--- src/rtl/bfcc_pkg.sv ---
`default_nettype none
package bfcc_pkg;

  // Highest track that carries sectors; tracks above it count as empty.
  localparam int unsigned MAX_TRACK = 40;

  // Field widths of the entry and result channels.
  localparam int unsigned TRACK_W   = 6;
  localparam int unsigned BYTE_W    = 8;
  localparam int unsigned COUNT_W   = 5;
  localparam int unsigned SUM_W     = 10;
  localparam int unsigned BAD_W     = 6;
  localparam int unsigned MAP_W     = 3 * BYTE_W;
  localparam int unsigned FMT_W     = 16;
  localparam int unsigned SIZE_W    = 18;
  localparam int unsigned CFG_IDX_W = 1;
  localparam int unsigned CFG_DAT_W = SIZE_W;

  // Format identifier of a D64 image and the byte offset past the map sector.
  localparam logic [FMT_W-1:0]  FMT_D64       = 16'h0100;
  localparam logic [SIZE_W-1:0] MAP_END_BYTES = 18'd91648;
  localparam logic [FMT_W-1:0]  FMT_RESET     = 16'd256;
  localparam logic [SIZE_W-1:0] SIZE_RESET    = 18'd174848;

  // Saturation limits of the running totals.
  localparam logic [SUM_W-1:0] SUM_MAX = '1;
  localparam logic [BAD_W-1:0] BAD_MAX = '1;

  // Configuration register indexes.
  localparam logic [CFG_IDX_W-1:0] REG_FORMAT_CODE = 1'd0;
  localparam logic [CFG_IDX_W-1:0] REG_IMAGE_BYTES = 1'd1;

  typedef enum logic [1:0] {
    STATUS_OK        = 2'd0,
    STATUS_BAD_FMT   = 2'd1,
    STATUS_SHORT_IMG = 2'd2
  } status_t;

  // One classified entry as it waits between the front and back ends.
  typedef struct packed {
    logic                first_entry;
    logic [TRACK_W-1:0]  track_number;
    logic [BYTE_W-1:0]   stored_free;
    logic [COUNT_W-1:0]  counted_free;
    logic [COUNT_W-1:0]  sectors;
    status_t             status;
  } cls_t;

  // Sectors per track of a D64 disk.
  function automatic logic [COUNT_W-1:0] track_sectors(input logic [TRACK_W-1:0] track);
    logic [COUNT_W-1:0] n;
    case (track) inside
      [6'd1 : 6'd17]:                      n = 5'd21;
      [6'd18 : 6'd24]:                     n = 5'd19;
      [6'd25 : 6'd30]:                     n = 5'd18;
      [6'd31 : TRACK_W'(MAX_TRACK)]:       n = 5'd17;
      default:                             n = 5'd0;
    endcase
    return n;
  endfunction

  // Set bits of one bitmap byte.
  function automatic logic [3:0] byte_ones(input logic [BYTE_W-1:0] b);
    logic [3:0] c;
    c = '0;
    for (int i = 0; i < BYTE_W; i++) begin
      c = c + 4'(b[i]);
    end
    return c;
  endfunction

endpackage
`default_nettype wire

--- src/rtl/bfcc_ifs.sv ---
`default_nettype none


// Check result channel.
interface bfcc_result_if;
  import bfcc_pkg::*;
  logic               valid;
  logic               ready;
  logic [TRACK_W-1:0] track_echo;
  logic [BYTE_W-1:0]  stored_echo;
  logic [COUNT_W-1:0] counted_free;
  logic               entry_valid;
  logic               needs_rewrite;
  logic [SUM_W-1:0]   block_total;
  logic [SUM_W-1:0]   free_total;
  logic [SUM_W-1:0]   used_total;
  logic [BAD_W-1:0]   bad_total;
  logic               corrupt_flag;
  logic [1:0]         status;

  modport source (output valid, track_echo, stored_echo, counted_free, entry_valid,
                  needs_rewrite, block_total, free_total, used_total, bad_total,
                  corrupt_flag, status, input ready);
  modport sink   (input valid, track_echo, stored_echo, counted_free, entry_valid,
                  needs_rewrite, block_total, free_total, used_total, bad_total,
                  corrupt_flag, status, output ready);
endinterface

`default_nettype wire

--- src/rtl/bfcc_back.sv ---
`default_nettype none
module bfcc_back (
  input  wire logic           clk,
  input  wire logic           rst,
  input  wire logic           pop_valid,
  output logic                pop_ready,
  input  wire bfcc_pkg::cls_t pop_data,
  bfcc_result_if.source       result
);
  import bfcc_pkg::*;

  logic [SUM_W-1:0]   sum_total;
  logic [SUM_W-1:0]   sum_free;
  logic [BAD_W-1:0]   count_bad;
  logic [SUM_W-1:0]   sum_total_next;
  logic [SUM_W-1:0]   sum_free_next;
  logic [BAD_W-1:0]   count_bad_next;
  logic [SUM_W-1:0]   base_total;
  logic [SUM_W-1:0]   base_free;
  logic [BAD_W-1:0]   base_bad;
  logic [SUM_W:0]     add_total;
  logic [SUM_W:0]     add_free;
  logic               ok;
  logic               match;
  logic               out_valid;
  logic               take;

  assign take      = pop_valid && pop_ready;
  assign pop_ready = !out_valid || result.ready;

  // Running totals; a first-entry mark restarts them, a bad status leaves them.
  assign ok         = (pop_data.status == STATUS_OK);
  assign match      = ok && (pop_data.stored_free == BYTE_W'(pop_data.counted_free));
  assign base_total = pop_data.first_entry ? '0 : sum_total;
  assign base_free  = pop_data.first_entry ? '0 : sum_free;
  assign base_bad   = pop_data.first_entry ? '0 : count_bad;
  assign add_total  = {1'b0, base_total} + (SUM_W+1)'(pop_data.sectors);
  assign add_free   = {1'b0, base_free} + (SUM_W+1)'(pop_data.counted_free);

  always_comb begin
    sum_total_next = sum_total;
    sum_free_next  = sum_free;
    count_bad_next = count_bad;
    if (ok) begin
      sum_total_next = add_total[SUM_W] ? SUM_MAX : add_total[SUM_W-1:0];
      sum_free_next  = add_free[SUM_W] ? SUM_MAX : add_free[SUM_W-1:0];
      count_bad_next = (!match && base_bad != BAD_MAX) ? base_bad + 1'b1 : base_bad;
    end
  end

  always_ff @(posedge clk) begin
    if (rst) begin
      sum_total <= '0;
      sum_free  <= '0;
      count_bad <= '0;
      out_valid <= 1'b0;
    end else begin
      if (take) begin
        sum_total <= sum_total_next;
        sum_free  <= sum_free_next;
        count_bad <= count_bad_next;
      end
      if (take) begin
        out_valid <= 1'b1;
      end else if (result.ready) begin
        out_valid <= 1'b0;
      end
    end
  end

  // Result register; holds while the receiver stalls.
  always_ff @(posedge clk) begin
    if (take) begin
      result.track_echo    <= pop_data.track_number;
      result.stored_echo   <= pop_data.stored_free;
      result.counted_free  <= ok ? pop_data.counted_free : '0;
      result.entry_valid   <= match;
      result.needs_rewrite <= ok && !match;
      result.block_total   <= sum_total_next;
      result.free_total    <= sum_free_next;
      result.used_total    <= sum_total_next - sum_free_next;
      result.bad_total     <= count_bad_next;
      result.corrupt_flag  <= (count_bad_next != '0);
      result.status        <= pop_data.status;
    end
  end

  assign result.valid = out_valid;

endmodule
`default_nettype wire
--- src/flat_wrapper.sv ---
// flat-port wrapper written by rule: the top's interface ports become plain ports
module bfcc_back_flat import bfcc_pkg::*;
  (clk, rst, pop_valid, pop_ready, pop_data, result_valid, result_track_echo, result_stored_echo, result_counted_free, result_entry_valid, result_needs_rewrite, result_block_total, result_free_total, result_used_total, result_bad_total, result_corrupt_flag, result_status, result_ready);
  bfcc_result_if result_i ();
  input  wire logic clk;
  input  wire logic rst;
  input  wire logic pop_valid;
  output logic pop_ready;
  input  wire bfcc_pkg::cls_t pop_data;
  output wire logic [$bits(result_i.valid)-1:0] result_valid;
  output wire logic [$bits(result_i.track_echo)-1:0] result_track_echo;
  output wire logic [$bits(result_i.stored_echo)-1:0] result_stored_echo;
  output wire logic [$bits(result_i.counted_free)-1:0] result_counted_free;
  output wire logic [$bits(result_i.entry_valid)-1:0] result_entry_valid;
  output wire logic [$bits(result_i.needs_rewrite)-1:0] result_needs_rewrite;
  output wire logic [$bits(result_i.block_total)-1:0] result_block_total;
  output wire logic [$bits(result_i.free_total)-1:0] result_free_total;
  output wire logic [$bits(result_i.used_total)-1:0] result_used_total;
  output wire logic [$bits(result_i.bad_total)-1:0] result_bad_total;
  output wire logic [$bits(result_i.corrupt_flag)-1:0] result_corrupt_flag;
  output wire logic [$bits(result_i.status)-1:0] result_status;
  input wire logic [$bits(result_i.ready)-1:0] result_ready;
  assign result_valid = result_i.valid;
  assign result_track_echo = result_i.track_echo;
  assign result_stored_echo = result_i.stored_echo;
  assign result_counted_free = result_i.counted_free;
  assign result_entry_valid = result_i.entry_valid;
  assign result_needs_rewrite = result_i.needs_rewrite;
  assign result_block_total = result_i.block_total;
  assign result_free_total = result_i.free_total;
  assign result_used_total = result_i.used_total;
  assign result_bad_total = result_i.bad_total;
  assign result_corrupt_flag = result_i.corrupt_flag;
  assign result_status = result_i.status;
  assign result_i.ready = result_ready;
  bfcc_back u_core (.clk(clk), .rst(rst), .pop_valid(pop_valid), .pop_ready(pop_ready), .pop_data(pop_data), .result(result_i));
endmodule
--- config.mk ---
export PLATFORM = sky130hd
export DESIGN_NAME = bfcc_back_flat
export DESIGN_NICKNAME = d
export VERILOG_FILES = /design/src/rtl/bfcc_pkg.sv /design/src/rtl/bfcc_ifs.sv /design/src/rtl/bfcc_back.sv /design/src/flat_wrapper.sv
export SDC_FILE = /design/constraint.sdc
export NUM_CORES = 1
export LEC_CHECK = 0
export BUFFER_PORTS_ARGS = -buffer_cell sky130_fd_sc_hd__buf_2
export CORE_UTILIZATION = 47
export CTS_CLUSTER_SIZE = 20
export DETAILED_ROUTE_END_ITERATION = 6
export PLACE_DENSITY_LB_ADDON = 0.1
export SYNTH_ARGS = -nofsm -noshare
export SYNTH_HDL_FRONTEND = slang
export SYNTH_SLANG_ARGS = --single-unit
--- constraint.sdc ---
create_clock -name clk -period 6.58 [get_ports clk]
set_input_delay 0.658 -clock clk [delete_from_list [all_inputs] [get_ports clk]]
set_output_delay 0.658 -clock clk [all_outputs]
set_load 0.05 [all_outputs]
After elaboration in Yosys (flattened, before gate mapping)
Index checks and enable logic that the tools add are counted.
- register bits: 87
- input bits: 31
- logic and storage cells: 42
- add/subtract/negate cells: 4
- eq/ne operators: 2
- mux-type cells: 11
- reduce and logical (&&, ||, !) cells: 10
- operator list (kind ; count):
    10-bit 2-to-1 mux ; 6
    10-bit by 5-bit adder with 11-bit output ; 2
    6-bit 2-to-1 mux ; 3
    10-bit subtractor ; 1
    8-bit by 5-bit equality test with 1-bit output ; 1
    6-bit by 1-bit adder with 6-bit output, second input constant ; 1
    6-bit inequality test, second input constant ; 1
    6-bit nonzero test ; 1
    1-bit logical AND ; 4
    1-bit zero test ; 2
    2-bit zero test ; 1
    1-bit 2-to-1 mux ; 2
    2-bit nonzero test ; 1
    1-bit logical OR ; 1

Logic depth before layout (Yosys ltp)
Gate-level depths: netlist (run 1).
- depth in word-level cells: 7
- mapped depth: 20
- gate-level depth less buffers: 16

Least setup slack after synthesis (run 1)
Ideal clock, no wire load.
- path kind: input to register
- from: input port pop_data[26] (netlist bit)
- to: register u_core.result.used_total[8] (netlist bit), data pin
- arrival: 4539 ps
- path slack: 1776 ps
- cell stages on the path: 20
- path buffers: 4
- path through: clkbuf_1 > buf_1 > clkbuf_1 > nor2b_1 > ha_1 > fa_1 > a211o_1 > a21oi_2 > o31ai_4 > buf_6 > o22a_1 > ha_1 > fa_1 > nor2b_1 > o21ai_0 > nand2b_1 > a21o_1 > a21oi_1 > o21ai_0 > xor2_1
- cells in the longest elaborated chain, start to end: 5
- elaborated cells on any way between the ends: 9
- RTL lines (element ; line ; text):
    start, declared ; flat_wrapper.sv:9 ; input wire bfcc_pkg::cls_t pop_data;
    10-bit 2-to-1 mux ; bfcc_back.sv:35 ; assign base_free = pop_data.first_entry ? '0 : sum_free;
    10-bit by 5-bit adder with 11-bit output ; bfcc_back.sv:38 ; assign add_free = {1'b0, base_free} + (SUM_W+1)'(pop_data.counted_free);
    10-bit 2-to-1 mux ; bfcc_back.sv:46 ; sum_free_next = add_free[SUM_W] ? SUM_MAX : add_free[SUM_W-1:0];
    10-bit 2-to-1 mux ; bfcc_back.sv:44 ; if (ok) begin
    via u_core.sum_free_next[0] ; bfcc_back.sv:16 ; logic [SUM_W-1:0] sum_free_next;
    10-bit subtractor ; bfcc_back.sv:81 ; result.used_total <= sum_total_next - sum_free_next;
    end signal, assigned ; bfcc_back.sv:81 ;
    end, declared ; bfcc_ifs.sv:22 ; needs_rewrite, block_total, free_total, used_total, bad_total,
The timed path passes the listed nets, and every way through them passes these cells.
A chain may end at the register's enable or synchronous reset.

Final worst setup path (run 1)
- from: input port pop_data[26] (netlist bit)
- to: register u_core.result.used_total[9] (netlist bit), data pin
- cells in the longest elaborated chain, start to end: 5
- elaborated cells on any way between the ends: 9
- RTL lines (element ; line ; text):
    10-bit 2-to-1 mux ; bfcc_back.sv:34 ; assign base_total = pop_data.first_entry ? '0 : sum_total;
    10-bit by 5-bit adder with 11-bit output ; bfcc_back.sv:37 ; assign add_total = {1'b0, base_total} + (SUM_W+1)'(pop_data.sectors);
    10-bit 2-to-1 mux ; bfcc_back.sv:45 ; sum_total_next = add_total[SUM_W] ? SUM_MAX : add_total[SUM_W-1:0];
    10-bit 2-to-1 mux ; bfcc_back.sv:44 ;
    via u_core.sum_total_next[1] ; bfcc_back.sv:15 ; logic [SUM_W-1:0] sum_total_next;
    10-bit subtractor ; bfcc_back.sv:81 ;
The timed path passes the listed nets, and every way through them passes these cells.

==> out/qor.csv, run 1 <==
metric,value,unit
total grt overflow,0,
slew margin rel.,35.0,%
Worst-path clk slew,0.09,ns
CP max stage delay,0.47,ns
final core occ,56.3,%
Netlist cell types,52,
# rows,35,
I/O pins,93,
area share of the largest cell type after synthesis,40.3,%
layout cell share with drive strength beyond 1,23.0,%
die height,99.5,µm
Routed wire per std cell,14.3,µm
Initial Utilization,48.3,%
Post-Syn Area,4470,µm²
worst slew pin tran,0.976,ns
fill count,843,
"FF+latch count, synth",87,
Bufs on Longest Clock Path,2,
"EDFF count, synth",60,
type of the worst min-delay path,primary input to register,
Worst Path Max Fanout,34,
Peak VDD IR,0.150,mV
pins over their slew limit,0,
leak pwr,2.14,nW
DRC Markers,0,
Synth async-reset ratio,0,%
required time worst endpoint,6.69,ns
Max Fclk,224,MHz
total number of vias,3433,
hold_buf cts,0,
core area,9240,µm²
multi-input logic area,1940,µm²
chip width,99.5,µm
DP HPWL,6440,µm
area grow syn2layout,16.4,%
root buf cell,clkbuf_8,
n_diodes,0,
Setup Skew,0.0122,ns
gpl congestion,0.880,
Mapped Nets,484,
total power divided by cell area,252,nW/µm²
Final #Nets,570,
Worst Setup End Kind,register,
total CTS buffers,9,
status,completed,
initial antenna violation count,0,
die area,9900,µm²
RSZ-0062 raised after global routing,no,
Tmin final,4.46,ns
H-tree levels,3,
CTS tree,yes,
critical path class,primary input to register,
crit-path cells,buf_2 -> nor2b_1 -> ha_1 -> fa_1 -> a21oi_1 -> o22ai_1 -> a21o_1 -> o22ai_1 -> inv_1 -> ha_1 -> nor2b_1 -> o21ai_0 -> a21boi_0 -> o21ai_0 -> a21boi_0 -> o32ai_1 -> xnor2_1,
"Clk Latency, worst-skew pair",0.36,ns
"area leader, netlist",edfxtp_1,
synth top area cells,"edfxtp_1 40%, dfxtp_1 12%, ha_1 5.6%",
most frequent cells after synthesis,"60 x edfxtp_1, 45 x nor2_1, 41 x nand2_1",
"Slowest-stage cell, CP",buf_2,
final setup violation count,0,
Antenna Nets Post-Route,0,
DRT iter0 DRCs,101,
register area,2340,µm²
fin crit share,67.8,%
synthesized area per cell,10.4,µm²
post-synthesis sequential area ratio,52.4,%
post-cts sizing count,0,
final wirelength,9280,µm
PortBufs,92,
gr usage total,19.7,%
Via density,5.28,
Max-cap violations,0,
Crit path buffers/inverters,2,
setup TNS,0,ns
Post-CTS Setup Repair Bufs,0,
Sink Count,87,
CP startpoint kind,primary input,
commonest register cell after synthesis,edfxtp_1,
top-count cell post-synth,edfxtp_1,
critical path's top delay family,compound AO/OA/AOI/OAI gates,
Final Hold Fails,0,
largest net degree at the start of global routing,62,
Syn. warnings,0,
first-pass GRT wire length,15100,µm
Post-Syn Instances,430,
DR pass1 iterations,4,
vias in the first global route,3175,
crit path DAT,4.57,ns
worst reg2reg max path, stage by stage (launching register included):
cell and delay (ns):
dfxtp_1 0.33, nor2b_1 0.13, ha_1 0.24, fa_1 0.40, a21oi_1 0.19, o22ai_1 0.21
a21o_1 0.34, o22ai_1 0.27, inv_1 0.12, ha_1 0.27, nor2b_1 0.12, o21ai_0 0.21
a21boi_0 0.17, o21ai_0 0.24, a21boi_0 0.13, o32ai_1 0.29, xnor2_1 0.11
flip-flops by register name (all words and copies together), names as in the netlist, 2 cells and up:
signal                      count
u_core.count_bad                6
u_core.result.bad_total         6
u_core.result.block_total      10
u_core.result.counted_free      5
u_core.result.free_total       10
u_core.result.status            2
u_core.result.stored_echo       8
u_core.result.track_echo        6
u_core.result.used_total       10
u_core.sum_free                10
u_core.sum_total               10
metrics by stage:
stage | worst slack [ns] | instance area, µm² | std cells | power [mW] | hold WS (ns)
after CTS | 2.12 | 5200 | 650 | 1.32 | 0.461
after global placement | 1.86 | 5010 | 634 | 0.950 | 0.462
after global routing | 1.74 | 5200 | 650 | 1.36 | 0.458
after floorplan | 1.78 | 4470 | 430 | 0.887 | 0.445
final | 2.12 | 5200 | 650 | 1.31 | 0.473
after detailed placement | 1.75 | 5010 | 634 | 0.953 | 0.471
power by group:
group | switching, mW | internal (mW) | total [mW]
sequential | 0.0114 | 0.631 | 0.643
combinational | 0.214 | 0.0827 | 0.296
clock | 0.196 | 0.174 | 0.369
routing by layer:
metal / share of wire (%) / track usage, %
met5: 0 / 0
met4: 1.4 / 7.24
met3: 3.9 / 2.95
met2: 47 / 33.0
met1: 47 / 25.8
worst paths after layout:
path	startpoint	endpoint	slack, ns	depth (start not counted)
hold / removal	pop_data[23]	u_core.result.track_echo[3]	0.47	1
hold reg to reg	u_core.sum_total[0]	u_core.sum_total[0]	0.48	2
setup / recovery	pop_data[26]	u_core.result.used_total[9]	2.12	17
setup reg to reg	u_core.sum_total[0]	u_core.result.used_total[9]	2.57	16
cell usage in the layout, fill, tap and decap left out, drive strengths merged, types with 3 or more instances in the layout:
| cell | count |
|---|---|
| xor2 | 6 |
| o21ai | 10 |
| clkinv | 4 |
| fa | 3 |
| and2 | 8 |
| nand3 | 7 |
| buf | 94 |
| nand2 | 41 |
| dfxtp | 27 |
| xnor2 | 17 |
| nor2b | 16 |
| a211oi | 9 |
| nand2b | 5 |
| inv | 24 |
| nor3 | 13 |
| nor2 | 45 |
| ha | 20 |
| a21o | 5 |
| o21a | 5 |
| edfxtp | 60 |
| a21oi | 32 |
| a31oi | 8 |
| o22a | 6 |
| clkbuf | 10 |
| or2 | 5 |
| o22ai | 12 |
cells by family (layout without fill, tap and decap cells):
family,Yosys count,after routing,share of synthesized area [%]
simple gates,150,150,16.0
xor+xnor,23,23,4.68
buf+inv,44,135,4.26
flops,87,87,52.4
fa+ha+maj,23,23,6.95
compound gates,103,103,15.7
final cells by class:
class,count,area share (%)
Clock buffer,10,2.45
Sequential cell,87,45.0
Tap cell,129,3.10
Inverter,25,1.83
Clock inverter,6,1.18
Multi-Input combinational cell,299,37.2
Timing Repair Buffer,94,9.14
Note: power is estimated with default switching activity, not from simulation.
==> run 2: changes to the inputs <==
Settings changed: ABC_AREA set to 1.
Clock period 6.58 ns to 4.18 ns, I/O delays scaled along.
==> run 2 against run 1 <==
  * Utilization is 0.99 points higher
  * Hold slack got worse by 0.26 ns
  * Worst setup slack got worse by 1.6 ns
  * Non-clock buffer count increased by 5
  * Largest power group unchanged
  * Wire length increased by 16%
  * Sequential share of layout area down 3.4 points
  * Synthesized area rose by 7.4%
==> out/qor.csv, run 2 <==
metric,value,unit
status,completed,
xor/xnor cell area share of the yosys netlist,3.62,%
Combinational Power Share,27.9,%
gpl congestion,0.875,
"FF+latch count, synth",87,
gr usage total,21.7,%
crit path DAT,3.75,ns
critical path class,primary input to register,
"commonest non-fill, non-tap cells in the layout","107 x nand2_1, 92 x buf_2, 86 x inv_1, 60 x edfxtp_1, 49 x nor2_1",
fin crit share,86.8,%
Tmin final,3.63,ns
synth top area cells,"edfxtp_1 38%, dfxtp_1 11%, nand2_1 8.4%",
Max-cap violations,0,
post-cts sizing count,0,
PortBufs,92,
total number of vias,3978,
Initial Utilization,48.9,%
top-count cell post-synth,nand2_1,
final wirelength,10800,µm
type of the worst min-delay path,primary input to register,
Seq pwr share,45.1,%
total power divided by cell area,417,nW/µm²
Worst Path Max Fanout,18,
"Clk Latency, worst-skew pair",0.37,ns
# rows,36,
layout cell share with drive strength beyond 1,22.0,%
largest net degree at the start of global routing,96,
Routed wire per std cell,13.8,µm
required time worst endpoint,4.30,ns
Mapped Nets,602,
sw frac,35.1,%
Netlist cell types,36,
die height,103,µm
reg2reg path depth,14,
mux share of post-synthesis cell area,0,%
Post-CTS Setup Repair Bufs,0,
initial antenna violation count,0,
Final Hold Fails,0,
Setup Skew,0.00912,ns
leak pwr,2.80,nW
DP Cell Count,767,
area share of the largest cell type after synthesis,37.5,%
slew margin rel.,28.2,%
Synth Area in Adders,6.47,%
post-synthesis compound-gate area fraction,10.9,%
DP HPWL,7880,µm
Syn. warnings,0,
Peak VDD IR,0.192,mV
commonest register cell after synthesis,edfxtp_1,
Max Fclk,275,MHz
first-pass GRT wire length,17300,µm
"EDFF count, synth",60,
Bufs on Longest Clock Path,2,
largest family of logic cells by synthesized area,simple AND/OR/NAND/NOR gates,
Synth async-reset ratio,0,%
simple-gate portion of the synthesized area,21.4,%
DR pass1 iterations,5,
total CTS buffers,9,
core area,9820,µm²
worst reg2reg startpoint,u_core.sum_free[0],
total grt overflow,0,
Pint,1.52,mW
Sink Count,87,
root buf cell,clkbuf_8,
Post-Syn Area,4800,µm²
chip width,103,µm
Via density,5.08,
final setup violation count,0,
Worst-path clk slew,0.09,ns
Final #Nets,699,
vias in the first global route,3657,
Post-Syn Instances,548,
n_diodes,0,
most frequent cells after synthesis,"107 x nand2_1, 86 x inv_1, 60 x edfxtp_1",
Worst Setup End Kind,register,
DRT iter0 DRCs,265,
Min-Delay Startpoint,pop_data[20],
hold depth,1,
DRC Markers,0,
sw power,0.824,mW
overall power,2.34,mW
setup TNS,0,ns
area grow syn2layout,17.2,%
RSZ-0062 raised after global routing,no,
hold_buf cts,0,
Antenna Nets Post-Route,0,
pins over their slew limit,0,
final non-filler cell total,783,
clock share of power,27.0,%
H-tree levels,3,
post-synthesis sequential area ratio,48.8,%
synthesized area per cell,8.76,µm²
hold_ws,0.216,ns
CTS tree,yes,
I/O pins,93,
"area leader, netlist",edfxtp_1,
Setup crit start,pop_data[26],
CP startpoint kind,primary input,
worst slew pin tran,1.08,ns
die area,10600,µm²
"commonest non-fill, non-tap cell in the layout",nand2_1,
run 2: critical path, stage by stage:
cell      delay [ns]
buf_2           0.35
nor2_1          0.12
ha_1            0.24
fa_1            0.49
nand3_4         0.15
nand3_4         0.16
o22ai_1         0.21
inv_1           0.10
ha_1            0.24
fa_1            0.42
o21ai_0         0.43
nand4_1         0.16
o211ai_1        0.14
xor2_1          0.10
run 2: power groups by stage:
stage	registers (mW)	clock network, mW	logic, mW
2_1_floorplan	1.29	0	0.288
3_3_place_gp	1.07	0	0.648
3_5_place_dp	1.08	0	0.654
4_1_cts	1.06	0.643	0.657
5_1_grt	1.07	0.675	0.715
6_report	1.06	0.634	0.655
run 2: cell families after synthesis:
logic type,count (synthesis)
AO/OA/AOI/OAI,93
XOR/XNOR,19
adder cells (fa/ha/maj),23
buffers and inverters,107
flip-flops,87
AND/OR/NAND/NOR,219
run 2: layout make-up:
type | count | area [µm²]
multi-input cells | 354 | 2040
fillers | 943 | 4200
repair buffers | 99 | 513
clock inverters | 3 | 50.0
inverters | 94 | 354
flip-flops and latches | 87 | 2340
clock buffers | 13 | 160
well taps | 133 | 166
run 2: path summary, 6_finish.rpt:
check | to | slack [ns]
setup / recovery | u_core.result.used_total[8] | 0.55
hold / removal | u_core.result.track_echo[0] | 0.22
setup reg to reg | u_core.result.used_total[8] | 0.63
hold reg to reg | u_core.result.valid | 0.51
run 2: per-layer routing:
metal / vias to the layer above / track usage (%) / routed length [µm]
li1: 2000 / - / -
met1: 1842 / 28.7 / 4900
met2: 121 / 34.8 / 5030
met3: 15 / 4.54 / 641
met4: 0 / 8.56 / 228
met5: - / 0 / 0
run 2: through the flow:
| stage | util, % | area (µm²) | setup slack [ns] |
|---|---|---|---|
| after floorplan | - | 4800 | 0.486 |
| after global placement | 55.1 | 5410 | 0.326 |
| after detailed placement | 55.1 | 5410 | 0.191 |
| after CTS | 57.3 | 5620 | 0.575 |
| after global routing | 57.3 | 5620 | 0.229 |
| final | 57.3 | 5620 | 0.550 |
==> run 3: changes to the inputs <==
Settings changed: GPL_TIMING_DRIVEN set to 0, PLACE_DENSITY set to 0.7, PLACE_DENSITY_LB_ADDON 0.1 to unset.
==> run 3 against run 2 <==
  * Clock power down 5.7%
  * Critical endpoint is now u_core.result.used_total[9]
  * First-iteration DRC count down 17%
  * Register-to-register slack worse by 0.17 ns
  * Critical path type unchanged
  * Global-route usage up 0.52 points
  * Die area unchanged
  * Critical path depth up 7
==> out/qor.csv, run 3 (synthesis results as in run 2) <==
metric,value,unit
required time worst endpoint,4.30,ns
pins over their slew limit,0,
Antenna Nets Post-Route,0,
total CTS buffers,9,
n_diodes,0,
Max-cap violations,0,
setup TNS,0,ns
"Slowest-stage cell, CP",fa_1,
total power divided by cell area,412,nW/µm²
area grow syn2layout,17.1,%
Routed wire per std cell,14.2,µm
critical path class,primary input to register,
Tmin final,3.78,ns
core area,9820,µm²
Peak VDD IR,0.165,mV
PortBufs,92,
layout cell share with drive strength beyond 1,21.4,%
"most used cell, CP",nand2_1,
crit-path cells,buf_2 -> buf_6 -> nor2_1 -> ha_1 -> fa_1 -> nand3_1 -> nand3_1 -> nand2_1 -> nand2_1 -> nand2_2 -> nand2_1 -> o21ai_1 -> inv_1 -> ha_1 -> a21o_1 -> a31oi_1 -> nand2_1 -> a31oi_1 -> inv_1 -> nand3_1 -> nand2_1,
H-tree levels,3,
first-pass GRT wire length,17700,µm
final wirelength,11200,µm
gr usage total,22.2,%
global route hottest layer,met2,
gpl congestion,0.942,
DRC Markers,0,
CP startpoint kind,primary input,
DP Cell Count,773,
Final #Nets,704,
"Clk Latency, worst-skew pair",0.38,ns
die area,10600,µm²
status,completed,
fill count,902,
final non-filler cell total,788,
post-cts sizing count,0,
CP max stage delay,0.42,ns
DP HPWL,8130,µm
overall power,2.31,mW
initial antenna violation count,0,
worst slew pin tran,0.940,ns
Initial Utilization,48.9,%
vias in the first global route,3712,
leak pwr,2.79,nW
I/O pins,93,
Worst Setup End Kind,register,
RSZ-0062 raised after global routing,no,
Setup Skew,0.0102,ns
crit path DAT,3.90,ns
CTS tree,yes,
routing usage on met1,29.1,%
chip width,103,µm
"commonest non-fill, non-tap cell in the layout",nand2_1,
Bufs on Longest Clock Path,2,
Max Fclk,265,MHz
global routing usage on met3,4.00,%
Final Hold Fails,0,
Post-CTS Setup Repair Bufs,0,
Sink Count,87,
fin crit share,90.4,%
root buf cell,clkbuf_8,
slew margin rel.,37.4,%
Worst Path Max Fanout,19,
grt met2 use,35.9,%
type of the worst min-delay path,primary input to register,
Crit path buffers/inverters,4,
total number of vias,4030,
# rows,36,
die height,103,µm
DRT iter0 DRCs,221,
final setup violation count,0,
total grt overflow,0,
hold_buf cts,0,
"commonest non-fill, non-tap cells in the layout","107 x nand2_1, 94 x buf_2, 86 x inv_1, 60 x edfxtp_1, 49 x nor2_1",
Via density,5.11,
Worst-path clk slew,0.08,ns
DR pass1 iterations,5,
largest net degree at the start of global routing,70,
critical path's top delay family,simple AND/OR/NAND/NOR gates,
[run 3: final timing paths]
check,start,to,slack [ns],cells after the start
setup reg to reg,u_core.sum_total[0],u_core.result.used_total[9],0.46,20
hold reg to reg,u_core.result.valid,u_core.result.valid,0.52,2
hold / removal,pop_data[20],u_core.result.track_echo[0],0.22,1
setup / recovery,pop_data[26],u_core.result.used_total[9],0.40,21
[run 3: worst reg2reg max path, delay by kind of cell, from the launching register on]
kind                     cells  cell delay, ns
AO/OA/AOI/OAI                4            0.87
adder cells (fa/ha/maj)      3            0.99
buffers and inverters        3            0.22
flip-flops                   1            0.33
AND/OR/NAND/NOR             10            1.05
[run 3: layer usage]
metal  vias up  wire (µm)
li1       2016          -
met1      1856       4940
met2       137       5280
met3        21        651
met4         0        281
met5         -          0
[run 3: metrics by stage]
| step | cell area [µm²] | util, % | setup slack, ns | hold WS [ns] |
|---|---|---|---|---|
| after floorplan | 4800 | - | 0.486 | 0.517 |
| after global placement | 5430 | 55.2 | -0.460 | 0.498 |
| after detailed placement | 5430 | 55.3 | -0.507 | 0.524 |
| after CTS | 5620 | 57.2 | 0.355 | 0.207 |
| after global routing | 5620 | 57.2 | 0.0726 | 0.206 |
| final | 5620 | 57.2 | 0.400 | 0.216 |
[run 3: area by class of cell]
| cell class | count | area (µm²) | area share (%) |
|---|---|---|---|
| Multi-Input combinational cell | 354 | 2040 | 36.3 |
| Buffer | 12 | 66.3 | 1.18 |
| Inverter | 94 | 353 | 6.28 |
| Clock inverter | 3 | 42.5 | 0.757 |
| Tap cell | 133 | 166 | 2.96 |
| Clock buffer | 13 | 149 | 2.65 |
| Sequential cell | 87 | 2340 | 41.7 |
| Timing Repair Buffer | 92 | 460 | 8.20 |
[run 3: power by group]
group          switching [mW]  internal, mW  leakage [nW]
registers              0.0312          1.02         0.816
clock network           0.305         0.293        0.0936
logic                   0.485         0.176          1.88
